`src/hdl/ibfg_pkg.sv`:
```
`timescale 1ns / 1ps
`default_nettype none
// ----------------------------------------------------------------------------
// ibfg_pkg: shared types and constants for the boost frequency governor
// Command codes, configuration register indexes, field widths and the
// reset values of the configuration registers.
// ----------------------------------------------------------------------------
package ibfg_pkg;

  // Field widths
  localparam int FREQ_W    = 22;
  localparam int MS_W      = 16;
  localparam int CMD_W     = 3;
  localparam int CFG_IDX_W = 3;

  // Command codes carried in the input word
  typedef enum logic [CMD_W-1:0] {
    CMD_TICK       = 3'd0,
    CMD_USER_INPUT = 3'd1,
    CMD_INPUT_KICK = 3'd2,
    CMD_MAX_KICK   = 3'd3,
    CMD_SCREEN_ON  = 3'd4,
    CMD_SCREEN_OFF = 3'd5,
    CMD_QUERY      = 3'd6
  } cmd_t;

  // Configuration register indexes
  localparam logic [CFG_IDX_W-1:0] CFG_BOOST_FREQ_LITTLE = 3'd0;
  localparam logic [CFG_IDX_W-1:0] CFG_BOOST_FREQ_BIG    = 3'd1;
  localparam logic [CFG_IDX_W-1:0] CFG_IDLE_FLOOR_LITTLE = 3'd2;
  localparam logic [CFG_IDX_W-1:0] CFG_IDLE_FLOOR_BIG    = 3'd3;
  localparam logic [CFG_IDX_W-1:0] CFG_INPUT_BOOST_MS    = 3'd4;
  localparam logic [CFG_IDX_W-1:0] CFG_WAKE_BOOST_MS     = 3'd5;

  // Reset values of the boost length registers
  localparam logic [MS_W-1:0] INPUT_BOOST_MS_RST = 16'd64;
  localparam logic [MS_W-1:0] WAKE_BOOST_MS_RST  = 16'd1000;

endpackage
`default_nettype wire

```
`src/hdl/input_boost_frequency_governor_top.sv`:
```
`timescale 1ns / 1ps
`default_nettype none
// ----------------------------------------------------------------------------
// input_boost_frequency_governor_top: screen and boost timer tracker
// Takes one command word per cycle when not stalled (tick, user input, kicks,
// screen on/off, policy query) and returns one result word per command: the
// frequency floor for a query plus the screen and boost flags after the command.
//
// Usage:
//  - Input channel in_*: valid/stall. One word is taken on any cycle with
//    in_valid high and in_stall low.
//  - Result channel out_*: valid/stall. Exactly one result word per command,
//    in order, appearing the cycle after the command is taken.
//  - Throughput is one word per cycle; the single result register is the
//    only storage between the channels, so in_stall follows out_stall only
//    while that register holds a word.
//  - Configuration cfg_*: valid/ready, always ready. Write only while idle.
//  - Reset (rst_n low, synchronous): screen awake, both boosts off, timers
//    zero, boost lengths 64 and 1000 ticks, frequency registers zero, no
//    result pending.
//  - A stalled result holds its word; new commands wait until it is taken.
// ----------------------------------------------------------------------------
module input_boost_frequency_governor_top
  import ibfg_pkg::*;
#(
  parameter int TIMER_BITS = 16
) (
  input  wire logic                 clk,
  input  wire logic                 rst_n,
  // Command channel
  input  wire logic                 in_valid,
  output logic                      in_stall,
  input  wire logic [CMD_W-1:0]     in_cmd,
  input  wire logic [MS_W-1:0]      in_duration_ticks,
  input  wire logic                 in_cpu_is_little,
  input  wire logic [FREQ_W-1:0]    in_policy_max_khz,
  input  wire logic [FREQ_W-1:0]    in_hw_min_khz,
  // Result channel
  output logic                      out_valid,
  input  wire logic                 out_stall,
  output logic [FREQ_W-1:0]         out_policy_min_khz,
  output logic                      out_screen_on,
  output logic                      out_input_boosted,
  output logic                      out_max_boosted,
  // Configuration write port
  input  wire logic                 cfg_valid,
  output logic                      cfg_ready,
  input  wire logic [CFG_IDX_W-1:0] cfg_index,
  input  wire logic [FREQ_W-1:0]    cfg_wdata
);

  localparam int FitW = (TIMER_BITS > MS_W) ? TIMER_BITS : MS_W;

  // Saturate a loaded length to the timer width
  function automatic logic [TIMER_BITS-1:0] fit_timer(input logic [MS_W-1:0] v);
    logic [FitW-1:0] wide;
    logic [FitW-1:0] lim;
    wide = FitW'(v);
    lim  = FitW'({TIMER_BITS{1'b1}});
    if (wide > lim) begin
      fit_timer = '1;
    end else begin
      fit_timer = wide[TIMER_BITS-1:0];
    end
  endfunction

  // Configuration registers
  logic [FREQ_W-1:0]     boost_little_r, boost_big_r;
  logic [FREQ_W-1:0]     idle_little_r, idle_big_r;
  logic [MS_W-1:0]       input_ms_r, wake_ms_r;

  // Governor state
  logic                  awake_r, awake_nxt;
  logic                  in_act_r, in_act_nxt;
  logic                  max_act_r, max_act_nxt;
  logic [TIMER_BITS-1:0] in_rem_r, in_rem_nxt;
  logic [TIMER_BITS-1:0] max_rem_r, max_rem_nxt;

  // Result register
  logic                  out_valid_r;
  logic [FREQ_W-1:0]     floor_r, floor_nxt;
  logic                  scr_r, inb_r, maxb_r;

  logic                  in_acc;
  logic [MS_W-1:0]       max_len;
  logic [TIMER_BITS-1:0] max_load;
  logic [TIMER_BITS-1:0] in_load;
  logic [FREQ_W-1:0]     boost_sel, idle_sel;

  assign cfg_ready = 1'b1;
  assign in_stall  = out_valid_r & out_stall;
  assign in_acc    = in_valid & ~in_stall;

  assign out_valid          = out_valid_r;
  assign out_policy_min_khz = floor_r;
  assign out_screen_on      = scr_r;
  assign out_input_boosted  = inb_r;
  assign out_max_boosted    = maxb_r;

  // Configuration writes; unknown indexes are dropped
  always_ff @(posedge clk) begin
    if (!rst_n) begin
      boost_little_r <= '0;
      boost_big_r    <= '0;
      idle_little_r  <= '0;
      idle_big_r     <= '0;
      input_ms_r     <= INPUT_BOOST_MS_RST;
      wake_ms_r      <= WAKE_BOOST_MS_RST;
    end else if (cfg_valid && cfg_ready) begin
      case (cfg_index)
        CFG_BOOST_FREQ_LITTLE: boost_little_r <= cfg_wdata;
        CFG_BOOST_FREQ_BIG:    boost_big_r    <= cfg_wdata;
        CFG_IDLE_FLOOR_LITTLE: idle_little_r  <= cfg_wdata;
        CFG_IDLE_FLOOR_BIG:    idle_big_r     <= cfg_wdata;
        CFG_INPUT_BOOST_MS:    input_ms_r     <= cfg_wdata[MS_W-1:0];
        CFG_WAKE_BOOST_MS:     wake_ms_r      <= cfg_wdata[MS_W-1:0];
        default: ;
      endcase
    end
  end

  // Load values for the two timers
  assign max_len   = (cmd_t'(in_cmd) == CMD_SCREEN_ON) ? wake_ms_r : in_duration_ticks;
  assign max_load  = fit_timer(max_len);
  assign in_load   = fit_timer(input_ms_r);
  assign boost_sel = in_cpu_is_little ? boost_little_r : boost_big_r;
  assign idle_sel  = in_cpu_is_little ? idle_little_r : idle_big_r;

  // Next state and floor for the word being taken
  always_comb begin
    awake_nxt   = awake_r;
    in_act_nxt  = in_act_r;
    max_act_nxt = max_act_r;
    in_rem_nxt  = in_rem_r;
    max_rem_nxt = max_rem_r;
    floor_nxt   = '0;
    case (cmd_t'(in_cmd))
      CMD_TICK: begin
        if (in_act_r) begin
          if (in_rem_r <= TIMER_BITS'(1)) begin
            in_act_nxt = 1'b0;
            in_rem_nxt = '0;
          end else begin
            in_rem_nxt = in_rem_r - TIMER_BITS'(1);
          end
        end
        if (max_act_r) begin
          if (max_rem_r <= TIMER_BITS'(1)) begin
            max_act_nxt = 1'b0;
            max_rem_nxt = '0;
          end else begin
            max_rem_nxt = max_rem_r - TIMER_BITS'(1);
          end
        end
      end
      CMD_USER_INPUT: begin
        if (awake_r) begin
          in_act_nxt = 1'b1;
          in_rem_nxt = in_load;
        end
      end
      CMD_INPUT_KICK: begin
        in_act_nxt = 1'b1;
        in_rem_nxt = in_load;
      end
      CMD_MAX_KICK, CMD_SCREEN_ON: begin
        if (cmd_t'(in_cmd) == CMD_SCREEN_ON) begin
          awake_nxt = 1'b1;
        end
        // A longer running max boost is kept
        if (!(max_act_r && (max_rem_r > max_load))) begin
          max_act_nxt = 1'b1;
          max_rem_nxt = max_load;
        end
      end
      CMD_SCREEN_OFF: begin
        awake_nxt   = 1'b0;
        in_act_nxt  = 1'b0;
        max_act_nxt = 1'b0;
        in_rem_nxt  = '0;
        max_rem_nxt = '0;
      end
      CMD_QUERY: begin
        if (max_act_r) begin
          floor_nxt = in_policy_max_khz;
        end else if (in_act_r) begin
          floor_nxt = (in_policy_max_khz < boost_sel) ? in_policy_max_khz : boost_sel;
        end else begin
          floor_nxt = (in_hw_min_khz > idle_sel) ? in_hw_min_khz : idle_sel;
        end
      end
      default: ;
    endcase
  end

  // State update on each taken word
  always_ff @(posedge clk) begin
    if (!rst_n) begin
      awake_r   <= 1'b1;
      in_act_r  <= 1'b0;
      max_act_r <= 1'b0;
      in_rem_r  <= '0;
      max_rem_r <= '0;
    end else if (in_acc) begin
      awake_r   <= awake_nxt;
      in_act_r  <= in_act_nxt;
      max_act_r <= max_act_nxt;
      in_rem_r  <= in_rem_nxt;
      max_rem_r <= max_rem_nxt;
    end
  end

  // Result valid flag
  always_ff @(posedge clk) begin
    if (!rst_n) begin
      out_valid_r <= 1'b0;
    end else if (in_acc) begin
      out_valid_r <= 1'b1;
    end else if (!out_stall) begin
      out_valid_r <= 1'b0;
    end
  end

  // Result payload
  always_ff @(posedge clk) begin
    if (in_acc) begin
      floor_r <= floor_nxt;
      scr_r   <= awake_nxt;
      inb_r   <= in_act_nxt;
      maxb_r  <= max_act_nxt;
    end
  end

  // Assertions
  a_stall_needs_word: assert property (@(posedge clk) disable iff (!rst_n)
    in_stall |-> out_valid_r)
    else $error("input stalled with no result word pending");

  a_in_idle_zero: assert property (@(posedge clk) disable iff (!rst_n)
    !in_act_r |-> (in_rem_r == '0))
    else $error("input boost timer non-zero while inactive");

  a_max_idle_zero: assert property (@(posedge clk) disable iff (!rst_n)
    !max_act_r |-> (max_rem_r == '0))
    else $error("max boost timer non-zero while inactive");

  a_screen_off_clears: assert property (@(posedge clk) disable iff (!rst_n)
    (in_acc && (cmd_t'(in_cmd) == CMD_SCREEN_OFF)) |=>
      (out_valid_r && !inb_r && !maxb_r && !scr_r))
    else $error("screen off left a boost running");

  a_non_query_zero: assert property (@(posedge clk) disable iff (!rst_n)
    (in_acc && (cmd_t'(in_cmd) != CMD_QUERY)) |=> (floor_r == '0))
    else $error("non-query word reported a floor");

endmodule
`default_nettype wire

```
`config.mk`:
```
export PLATFORM = sky130hd
export DESIGN_NAME = input_boost_frequency_governor_top
export DESIGN_NICKNAME = d
export VERILOG_FILES = /design/src/hdl/ibfg_pkg.sv /design/src/hdl/input_boost_frequency_governor_top.sv
export SDC_FILE = /design/constraint.sdc
export NUM_CORES = 1
export LEC_CHECK = 0
export ABC_AREA = 0
export BUFFER_PORTS_ARGS = -buffer_cell sky130_fd_sc_hd__buf_2
export CORE_MARGIN = 2
export CORE_UTILIZATION = 55
export CTS_BUF_LIST = sky130_fd_sc_hd__clkbuf_16
export DETAILED_ROUTE_END_ITERATION = 10
export PLACE_DENSITY = 0.83
export SLEW_MARGIN = 20
export SYNTH_ARGS = -nofsm -noshare
export SYNTH_HDL_FRONTEND = slang
export SYNTH_SLANG_ARGS = --single-unit
```
`constraint.sdc`:
```
create_clock -name clk -period 5.8 [get_ports clk]
set_input_delay 1.45 -clock clk [delete_from_list [all_inputs] [get_ports clk]]
set_output_delay 1.45 -clock clk [all_outputs]
set_load 0.01 [all_outputs]
```
==> results of run 1 <==
metal layers:
metal | part of all wire | global-route usage
met2 | 0.47 | 0.474
met5 | 0 | 0
met4 | 0.025 | 0.0984
met1 | 0.42 | 0.377
met3 | 0.083 | 0.0528
cell usage after synthesis, drive strengths merged, types with 5 or more instances:
cell	number
nand2	301
dfxtp	156
a21oi	93
nor2	72
a21boi	69
ha	63
mux2i	60
clkbuf	57
o21ai	46
nor3	32
edfxtp	25
nand3	24
inv	19
buf	17
o22ai	16
a211o	13
or3	12
nand4	11
nor4	11
a22oi	9
nand2b	9
a21o	8
and2	8
nor2b	8
o2111ai	8
a211oi	7
o31ai	7
a22o	6
o211ai	5
worst reg2reg max path, stage by stage, from the launching register on:
cell and delay (ps):
sky130_fd_sc_hd__dfxtp_1 340, sky130_fd_sc_hd__mux2i_1 100, sky130_fd_sc_hd__ha_1 330, sky130_fd_sc_hd__nand4_1 220, sky130_fd_sc_hd__nor4_1 560, sky130_fd_sc_hd__o221ai_1 230
sky130_fd_sc_hd__o211a_2 200, sky130_fd_sc_hd__a22o_1 480, sky130_fd_sc_hd__and2_0 300, sky130_fd_sc_hd__a2111o_1 390
flip-flops by register name (all words and copies together) (netlist names), 16 cells and up:
register,cells
boost_big_r,22
boost_little_r,22
idle_big_r,22
idle_little_r,22
in_rem_r,16
input_ms_r,16
max_rem_r,16
out_policy_min_khz,22
wake_ms_r,16
worst paths after layout:
path	end	slack, ps
max reg2reg	out_policy_min_khz[12]	2410
max	out_policy_min_khz[12]	1260
min	idle_big_r[11]	460
min reg2reg	idle_big_r[11]	460
power breakdown:
part / total (mW) / leakage (nW) / internal (mW) / switching, mW
sequential: 1.35 / 1.51 / 1.32 / 0.0363
combinational: 0.577 / 2.71 / 0.220 / 0.357
clock: 1.14 / 0.280 / 0.603 / 0.537
total: 3.07 / 4.51 / 2.14 / 0.930
stage by stage:
step / instances / setup slack [ps] / power (mW) / util / hold slack, ps
2_1_floorplan: 1222 / 1500 / 1.77 / - / 433
3_3_place_gp: 1514 / 1050 / 1.93 / 0.599 / 441
3_5_place_dp: 1514 / 918 / 1.94 / 0.599 / 447
4_1_cts: 1546 / 1340 / 3.06 / 0.631 / 457
5_1_grt: 1546 / 1160 / 3.19 / 0.631 / 477
6_report: 1546 / 1260 / 3.07 / 0.631 / 456
final cells by class:
cell class / count / share of cell area
timing repair buffer: 137 / 0.0658
inverter: 19 / 0.00634
sequential: 181 / 0.344
tap: 229 / 0.0255
clock buffer: 17 / 0.0378
multi-input combinational: 948 / 0.508
clock inverter: 15 / 0.0127
layout by cell type (no fill, tap or decap), types with 25 or more instances in the layout:
cell                       instances
sky130_fd_sc_hd__ha_1             63
sky130_fd_sc_hd__edfxtp_1         25
sky130_fd_sc_hd__nor2_1           70
sky130_fd_sc_hd__a21oi_1          92
sky130_fd_sc_hd__dfxtp_1         156
sky130_fd_sc_hd__a21boi_0         68
sky130_fd_sc_hd__o21ai_0          45
sky130_fd_sc_hd__nand2_1         301
sky130_fd_sc_hd__mux2i_1          60
sky130_fd_sc_hd__buf_2           120
sky130_fd_sc_hd__nor3_1           32
cell families (layout without fill, tap and decap cells):
logic type | after synthesis | after routing | synth area share
muxes | 63 | 63 | 0.0640
adders and majority gates | 63 | 63 | 0.0791
other | 1 | 1 | 0.000376
AOI/OAI and AO/OA | 315 | 315 | 0.208
xor gates and xnor gates | 3 | 3 | 0.00264
DFF | 181 | 181 | 0.389
buffers and inverters | 93 | 188 | 0.0385
and+or+nand+nor | 503 | 503 | 0.219
==> results.cfg, run 1 <==
[critical_path]
worstSetupPathDepth = 11
cpLargestDelayFamily = compound AO/OA/AOI/OAI gates
worstSetupEndpointType = flip-flop
crit-reg2reg-launch = boost_big_r[20]
critical_path.startpoint_type = primary input
worst_ep_required_time_ps = 5980
crit_path_max_fanout = 32
worstPathCellList = buf_2 -> buf_12 -> mux2i_1 -> ha_1 -> nand4_1 -> nor4_1 -> o221ai_1 -> o211a_2 -> a22o_1 -> and2_0 -> a2111o_1
timing.critical_path.slowest_cell_delay_ps = 550
worstSetupPathType = primary input to flip-flop
cp-startpoint = in_cpu_is_little
worst-path-buf-inv = 2
worst-endpoint-arrival_ps = 4720
slowest_stage_cell_on_the_critical_path = sky130_fd_sc_hd__nor4_1
worst_r2r_path_depth = 9

[clocking]
tritoncts = yes
cts_repair_resize_count = 0
number_of_buffers_inserted_during_clock_tree_synthesis = 17
insertion_delay_ps = 430
ctsHoldBuffers = 0
clk_pin_slew_worst_paths_ps = 70
clock_tree.buffer_depth = 2
numClockSinks = 181
clock_tree.root_cell = sky130_fd_sc_hd__clkbuf_16
number_of_h_tree_levels = 4
post_cts_buffers = 0

[logic_synthesis]
synth.yosys.seq_area_share = 0.389
cell_area_synth_um2 = 9970
synthFlopType = sky130_fd_sc_hd__dfxtp_1
synth_fp_nets = 1379
postSynthCellCount = 1222
yosysWarningCount = 0
synth_enable_flop_cells = 25
netlist.area_leader.share = 0.313
syn_area_per_cell_um2 = 8.16
post_synth_num_cell_types = 65
post_synth_main_area_contributors = sky130_fd_sc_hd__dfxtp_1 (31%), sky130_fd_sc_hd__nand2_1 (11%), sky130_fd_sc_hd__ha_1 (7.9%), sky130_fd_sc_hd__edfxtp_1 (7.5%), sky130_fd_sc_hd__mux2i_1 (6.0%)
synth-seq-cells = 181
postSynth.asyncResetShare = 0
synth_area_leader_cell = sky130_fd_sc_hd__dfxtp_1

[timing]
timing_max_transition_violations_final = 0
period_needed_ps = 4540
max_fclk_mhz = 220
finalCritPeriodShare = 0.783
grt_setup_unrepaired = false
worst_clock_skew_ps = 13.5
timing.max_slew.rel_slack = 0.311
hold_viol_final = 0
setup_viol_count_final = 0
worstMarginPinSlew_ps = 1030
setup_total_negative_slack_ps = 0

[placed_design]
place.gp.congestion = 0.961
placed_cell_area_um2 = 10700
place_hpwl_um = 19700
numPortBuffers = 120

[min_path]
min-delay-start = idle_big_r[11]
hold_class = flip-flop to flip-flop
worstHoldPathCells = 2

[route]
ant_nets = 0
num_vias = 9516
first_iter_violations = 1006
postRouteWirelength_um = 28100
drt-wirelength-per-cell_um = 18.2
detail_route.drc_violations = 0
drt_first_pass_iters = 5
avgViaCountPerCell = 6.16

[floorplan]
die_area_um2 = 19200
floorplan.die.height_um = 139
core_um2 = 17800
floorplan.initialDensity = 0.559
num_rows = 49
dieWidth_um = 139
top_level_ports = 122

[global_route]
maximum_number_of_pins_on_one_net_before_global_route_repair = 87
number_of_global_route_vias_before_repair = 8942
track_usage = 0.286
antenna_violations_before_repair = 0
grt_overflow_total = 0
grt_pass1_wl_um = 44800

[pwr]
p_leak_nw = 4.51
power_density_nw_per_um2 = 273
worst_vdd_rail_ir_drop_mv = 0.236

[finish]
sequential_cell_area_um2 = 3870
nFillCells = 1490
area_delta_synth_final_pct = 13.0
nets = 1461
stdcell_area_um2 = 11300
multiInputGateArea_um2 = 5720
diodes = 0
drive_gt1_frac = 0.138

[run]
cap_viol_max_count = 0

[run_status]
outcome = complete, no violations
Note: power is estimated with default switching activity, not from simulation.
==> run 2: changes to the inputs <==
Clock period 5.8 ns to 4.6 ns, I/O delays scaled along.
==> results.cfg, run 2 (same netlist as run 1, synthesis figures left out) <==
[clocking]
number_of_buffers_inserted_during_clock_tree_synthesis = 17
cts_repair_resize_count = 0
clock_tree.root_cell = sky130_fd_sc_hd__clkbuf_16
post_cts_buffers = 0
numClockSinks = 181
clk_pin_slew_worst_paths_ps = 70
ctsHoldBuffers = 0
number_of_h_tree_levels = 4
tritoncts = yes
insertion_delay_ps = 440
clock_tree.buffer_depth = 2

[min_path]
worstHoldPathCells = 2
timing.hold.worst_endpoint = idle_big_r[1]
hold_class = flip-flop to flip-flop
min-delay-start = idle_big_r[1]

[critical_path]
cpLargestDelayFamily = compound AO/OA/AOI/OAI gates
worstPathCellList = buf_2 -> buf_12 -> buf_4 -> mux2i_1 -> ha_1 -> nand4_1 -> nor4_1 -> o221ai_1 -> o211a_2 -> a22o_1 -> and2_0 -> a2111o_1
worstSetupPathType = primary input to flip-flop
worst_ep_required_time_ps = 4780
crit-reg2reg-launch = boost_big_r[16]
worst-endpoint-arrival_ps = 4260
critical_path.startpoint_type = primary input
slowest_stage_cell_on_the_critical_path = sky130_fd_sc_hd__nor4_1
worstSetupEndpointType = flip-flop
crit_path_max_fanout = 29
timing.critical_path.slowest_cell_delay_ps = 420
worst-path-buf-inv = 3
worst_r2r_path_depth = 9
worst-r2r-setup-slack_ps = 1450
worstReg2RegEnd = out_policy_min_khz[12]

[finish]
most-common-layout-cells = sky130_fd_sc_hd__nand2_1 (301), sky130_fd_sc_hd__dfxtp_1 (156), sky130_fd_sc_hd__buf_2 (120)
finish.cell_count_without_fillers = 1557
drive_gt1_frac = 0.142
area_delta_synth_final_pct = 13.6
nets = 1471
most_frequent_standard_cell_in_the_layout_excluding_fill_and_tap_cells = sky130_fd_sc_hd__nand2_1

[route]
postRouteWirelength_um = 27700
ant_nets = 0
avgViaCountPerCell = 6.05
num_vias = 9416
drt-wirelength-per-cell_um = 17.8
first_iter_violations = 844
detail_route.drc_violations = 0
drt_first_pass_iters = 6

[timing]
hold_viol_final = 0
setup_viol_count_final = 0
timing_max_transition_violations_final = 0
period_needed_ps = 4080
setup_total_negative_slack_ps = 0
worst_clock_skew_ps = 11.8
layout_setup_ws_ps = 519
timing.max_slew.rel_slack = 0.317
whs_ps = 458
max_fclk_mhz = 245
worstMarginPinSlew_ps = 1020
finalCritPeriodShare = 0.887
grt_setup_unrepaired = false

[placed_design]
place_hpwl_um = 19900
numPortBuffers = 120
place.gp.congestion = 0.921
dp.cells = 1524
post_placement_setup_slack_ps = 192

[floorplan]
floorplan.initialDensity = 0.559
core_um2 = 17800
top_level_ports = 122
die_area_um2 = 19200
num_rows = 49
floorplan.die.height_um = 139
dieWidth_um = 139

[global_route]
number_of_global_route_vias_before_repair = 8726
grt_overflow_total = 0
antenna_violations_before_repair = 1
grt_pass1_wl_um = 43800
track_usage = 0.282
maximum_number_of_pins_on_one_net_before_global_route_repair = 87

[pwr]
power_density_nw_per_um2 = 339
power.total_mw = 3.83
p_leak_nw = 4.55
worst_vdd_rail_ir_drop_mv = 0.293

[run]
cap_viol_max_count = 0

[run_status]
outcome = complete, no violations
-- run 2: worst max path at each step --
| stage | from | endpoint | slack, ps | cells past startpoint |
|---|---|---|---|---|
| after CTS | in_cpu_is_little | out_policy_min_khz[12] | 660 | 12 |
| after floorplan | in_cpu_is_little | out_policy_min_khz[10] | 600 | 12 |
| after global routing | in_cpu_is_little | out_policy_min_khz[19] | 470 | 12 |
| final | in_cpu_is_little | out_policy_min_khz[12] | 520 | 12 |
| after global placement | in_cpu_is_little | out_policy_min_khz[11] | 430 | 13 |
| after detailed placement | in_cpu_is_little | out_policy_min_khz[12] | 190 | 12 |
-- run 2: stage by stage --
stage / util / area [um^2]
2_1_floorplan: - / 9970
3_3_place_gp: 0.604 / 10800
3_5_place_dp: 0.604 / 10800
4_1_cts: 0.634 / 11300
5_1_grt: 0.635 / 11300
6_report: 0.635 / 11300
-- run 2: routing by layer --
layer,vias to the layer above,routed length (um),track usage,share of wire
met1,4410,11900,0.384,0.43
li1,4514,-,-,-
met3,56,2320,0.0511,0.084
met2,436,12800,0.453,0.46
met4,0,656,0.0968,0.024
met5,-,0,0,0
-- run 2: final cells by class --
class,instances,area [um^2]
multi-input cells,948,5710
well taps,229,287
repair buffers,147,828
flip-flops and latches,181,3870
diodes,1,2.50
clock buffers,17,425
inverters,19,71.3
fillers,1502,6520
clock inverters,15,126
-- run 2: worst register-to-register path: cells and delay by family, from the launching register on --
| kind | cells | cell delay, ps |
|---|---|---|
| fa+ha+maj | 1 | 330 |
| compound gates | 4 | 1160 |
| mux | 1 | 100 |
| flops | 1 | 350 |
| simple gates | 3 | 940 |
-- run 2: report_power, final --
group / internal, mW / total [mW] / switching, mW / leakage, nW
sequential: 1.66 / 1.71 / 0.0451 / 1.51
clock: 0.748 / 1.40 / 0.650 / 0.272
combinational: 0.284 / 0.730 / 0.445 / 2.76
==> run 3: changes to the inputs <==
Clock period 4.6 ns to 3.8 ns, I/O delays scaled along.
==> results.cfg, run 3 (same netlist as run 1, synthesis figures left out) <==
[clocking]
clk_pin_slew_worst_paths_ps = 70
post_cts_buffers = 0
cts_repair_resize_count = 0
numClockSinks = 181
clock_tree.buffer_depth = 2
clock_tree.root_cell = sky130_fd_sc_hd__clkbuf_16
ctsHoldBuffers = 0
insertion_delay_ps = 430
tritoncts = yes
number_of_h_tree_levels = 4
number_of_buffers_inserted_during_clock_tree_synthesis = 17

[pwr]
power.total_mw = 4.52
power.share.switching = 0.295
share_clk_of_total_power = 0.341
power_density_nw_per_um2 = 392
p_leak_nw = 4.68
netSwitchingPower_mw = 1.33
pwr-share-seq = 0.457
power_frac_comb = 0.202
worst_vdd_rail_ir_drop_mv = 0.350
cell_internal_pwr_mw = 3.19

[route]
avgViaCountPerCell = 6.03
detail_route.drc_violations = 0
drt-wirelength-per-cell_um = 17.7
first_iter_violations = 948
drt_first_pass_iters = 5
postRouteWirelength_um = 28000
ant_nets = 0
num_vias = 9557

[floorplan]
dieWidth_um = 139
num_rows = 49
top_level_ports = 122
floorplan.die.height_um = 139
floorplan.initialDensity = 0.559
core_um2 = 17800
die_area_um2 = 19200

[critical_path]
worst_ep_required_time_ps = 3980
worst-endpoint-arrival_ps = 3710
slowest_stage_cell_on_the_critical_path = sky130_fd_sc_hd__mux2i_1
worstSetupPathType = primary input to flip-flop
worstSetupEndpointType = flip-flop
crit_path_max_fanout = 16
cpLargestDelayFamily = compound AO/OA/AOI/OAI gates
worstPathCellList = buf_2 -> buf_12 -> mux2i_1 -> ha_1 -> nand4_1 -> nor4_1 -> buf_4 -> o221ai_1 -> o211a_2 -> a22o_1 -> and2_1 -> a2111o_1
worst-path-buf-inv = 3
critical_path.startpoint_type = primary input
timing.critical_path.slowest_cell_delay_ps = 390

[global_route]
track_usage = 0.285
maximum_number_of_pins_on_one_net_before_global_route_repair = 87
grt_pass1_wl_um = 44900
antenna_violations_before_repair = 2
grt_overflow_total = 0
number_of_global_route_vias_before_repair = 8913

[min_path]
hold_class = flip-flop to flip-flop

[timing]
worstMarginPinSlew_ps = 1020
timing_max_transition_violations_final = 0
finalCritPeriodShare = 0.930
setup_total_negative_slack_ps = 0
max_fclk_mhz = 283
setup_viol_count_final = 0
worst_clock_skew_ps = 16.1
grt_setup_unrepaired = false
hold_viol_final = 0
layout_setup_ws_ps = 267
timing.max_slew.rel_slack = 0.321
period_needed_ps = 3530

[finish]
most_frequent_standard_cell_in_the_layout_excluding_fill_and_tap_cells = sky130_fd_sc_hd__nand2_1
drive_gt1_frac = 0.156
area_delta_synth_final_pct = 15.7
most-common-layout-cells = sky130_fd_sc_hd__nand2_1 (301), sky130_fd_sc_hd__dfxtp_1 (156), sky130_fd_sc_hd__buf_2 (120)
stdcell_area_um2 = 11500
finish.utilization = 0.646
nets = 1499

[placed_design]
placed_cell_area_um2 = 11000
post_placement_setup_slack_ps = -123
numPortBuffers = 120
place_hpwl_um = 20200
place.gp.congestion = 0.958

[run]
cap_viol_max_count = 0

[run_status]
outcome = complete, no violations
-- run 3: area by class of cell --
cell class                      instances  area, um^2
Sequential cell                       181        3870
Antenna cell                            2        5.00
Tap cell                              229         287
Timing Repair Buffer                  175        1090
Clock buffer                           17         425
Clock inverter                         13        71.3
Inverter                               19        71.3
Multi-Input combinational cell        948        5710
Fill cell                            1483        6310
-- run 3: per-stage QoR --
step / hold slack (ps) / instances
after global placement: 440 / 1552
after global routing: 470 / 1582
after CTS: 458 / 1582
after floorplan: 433 / 1222
after detailed placement: 449 / 1552
final: 455 / 1584
-- run 3: routing by layer --
layer | wire (um) | global-route usage | vias to the layer above
li1 | - | - | 4580
met1 | 12200 | 0.380 | 4517
met2 | 13100 | 0.467 | 418
met3 | 2280 | 0.0622 | 42
met4 | 499 | 0.0856 | 0
met5 | 0 | 0 | -
-- run 3: worst paths after layout --
check / start / end / slack (ps) / cells after the start
worst max-delay path: in_cpu_is_little / out_policy_min_khz[3] / 270 / 12
worst min-delay path: idle_big_r[16] / idle_big_r[16] / 460 / 2
worst max register to register: boost_little_r[14] / out_policy_min_khz[3] / 870 / 10
worst min register to register: idle_big_r[16] / idle_big_r[16] / 460 / 2
-- run 3: power by group through the flow --
| stage | Sequential (mW) | Clock [mW] | Combinational (mW) |
|---|---|---|---|
| 2_1_floorplan | 2.10 | 0 | 0.600 |
| 3_3_place_gp | 2.10 | 0 | 0.872 |
| 3_5_place_dp | 2.11 | 0 | 0.891 |
| 4_1_cts | 2.06 | 1.56 | 0.899 |
| 5_1_grt | 2.07 | 1.64 | 1.00 |
| 6_report | 2.07 | 1.54 | 0.914 |
-- run 3: worst register-to-register path: stages, from the launching register on --
cell	delay, ps
sky130_fd_sc_hd__dfxtp_1	310
sky130_fd_sc_hd__mux2i_1	320
sky130_fd_sc_hd__ha_1	180
sky130_fd_sc_hd__nand4_1	130
sky130_fd_sc_hd__nor4_1	310
sky130_fd_sc_hd__buf_4	170
sky130_fd_sc_hd__o221ai_1	140
sky130_fd_sc_hd__o211a_2	190
sky130_fd_sc_hd__a22o_1	340
sky130_fd_sc_hd__and2_1	220
sky130_fd_sc_hd__a2111o_1	380
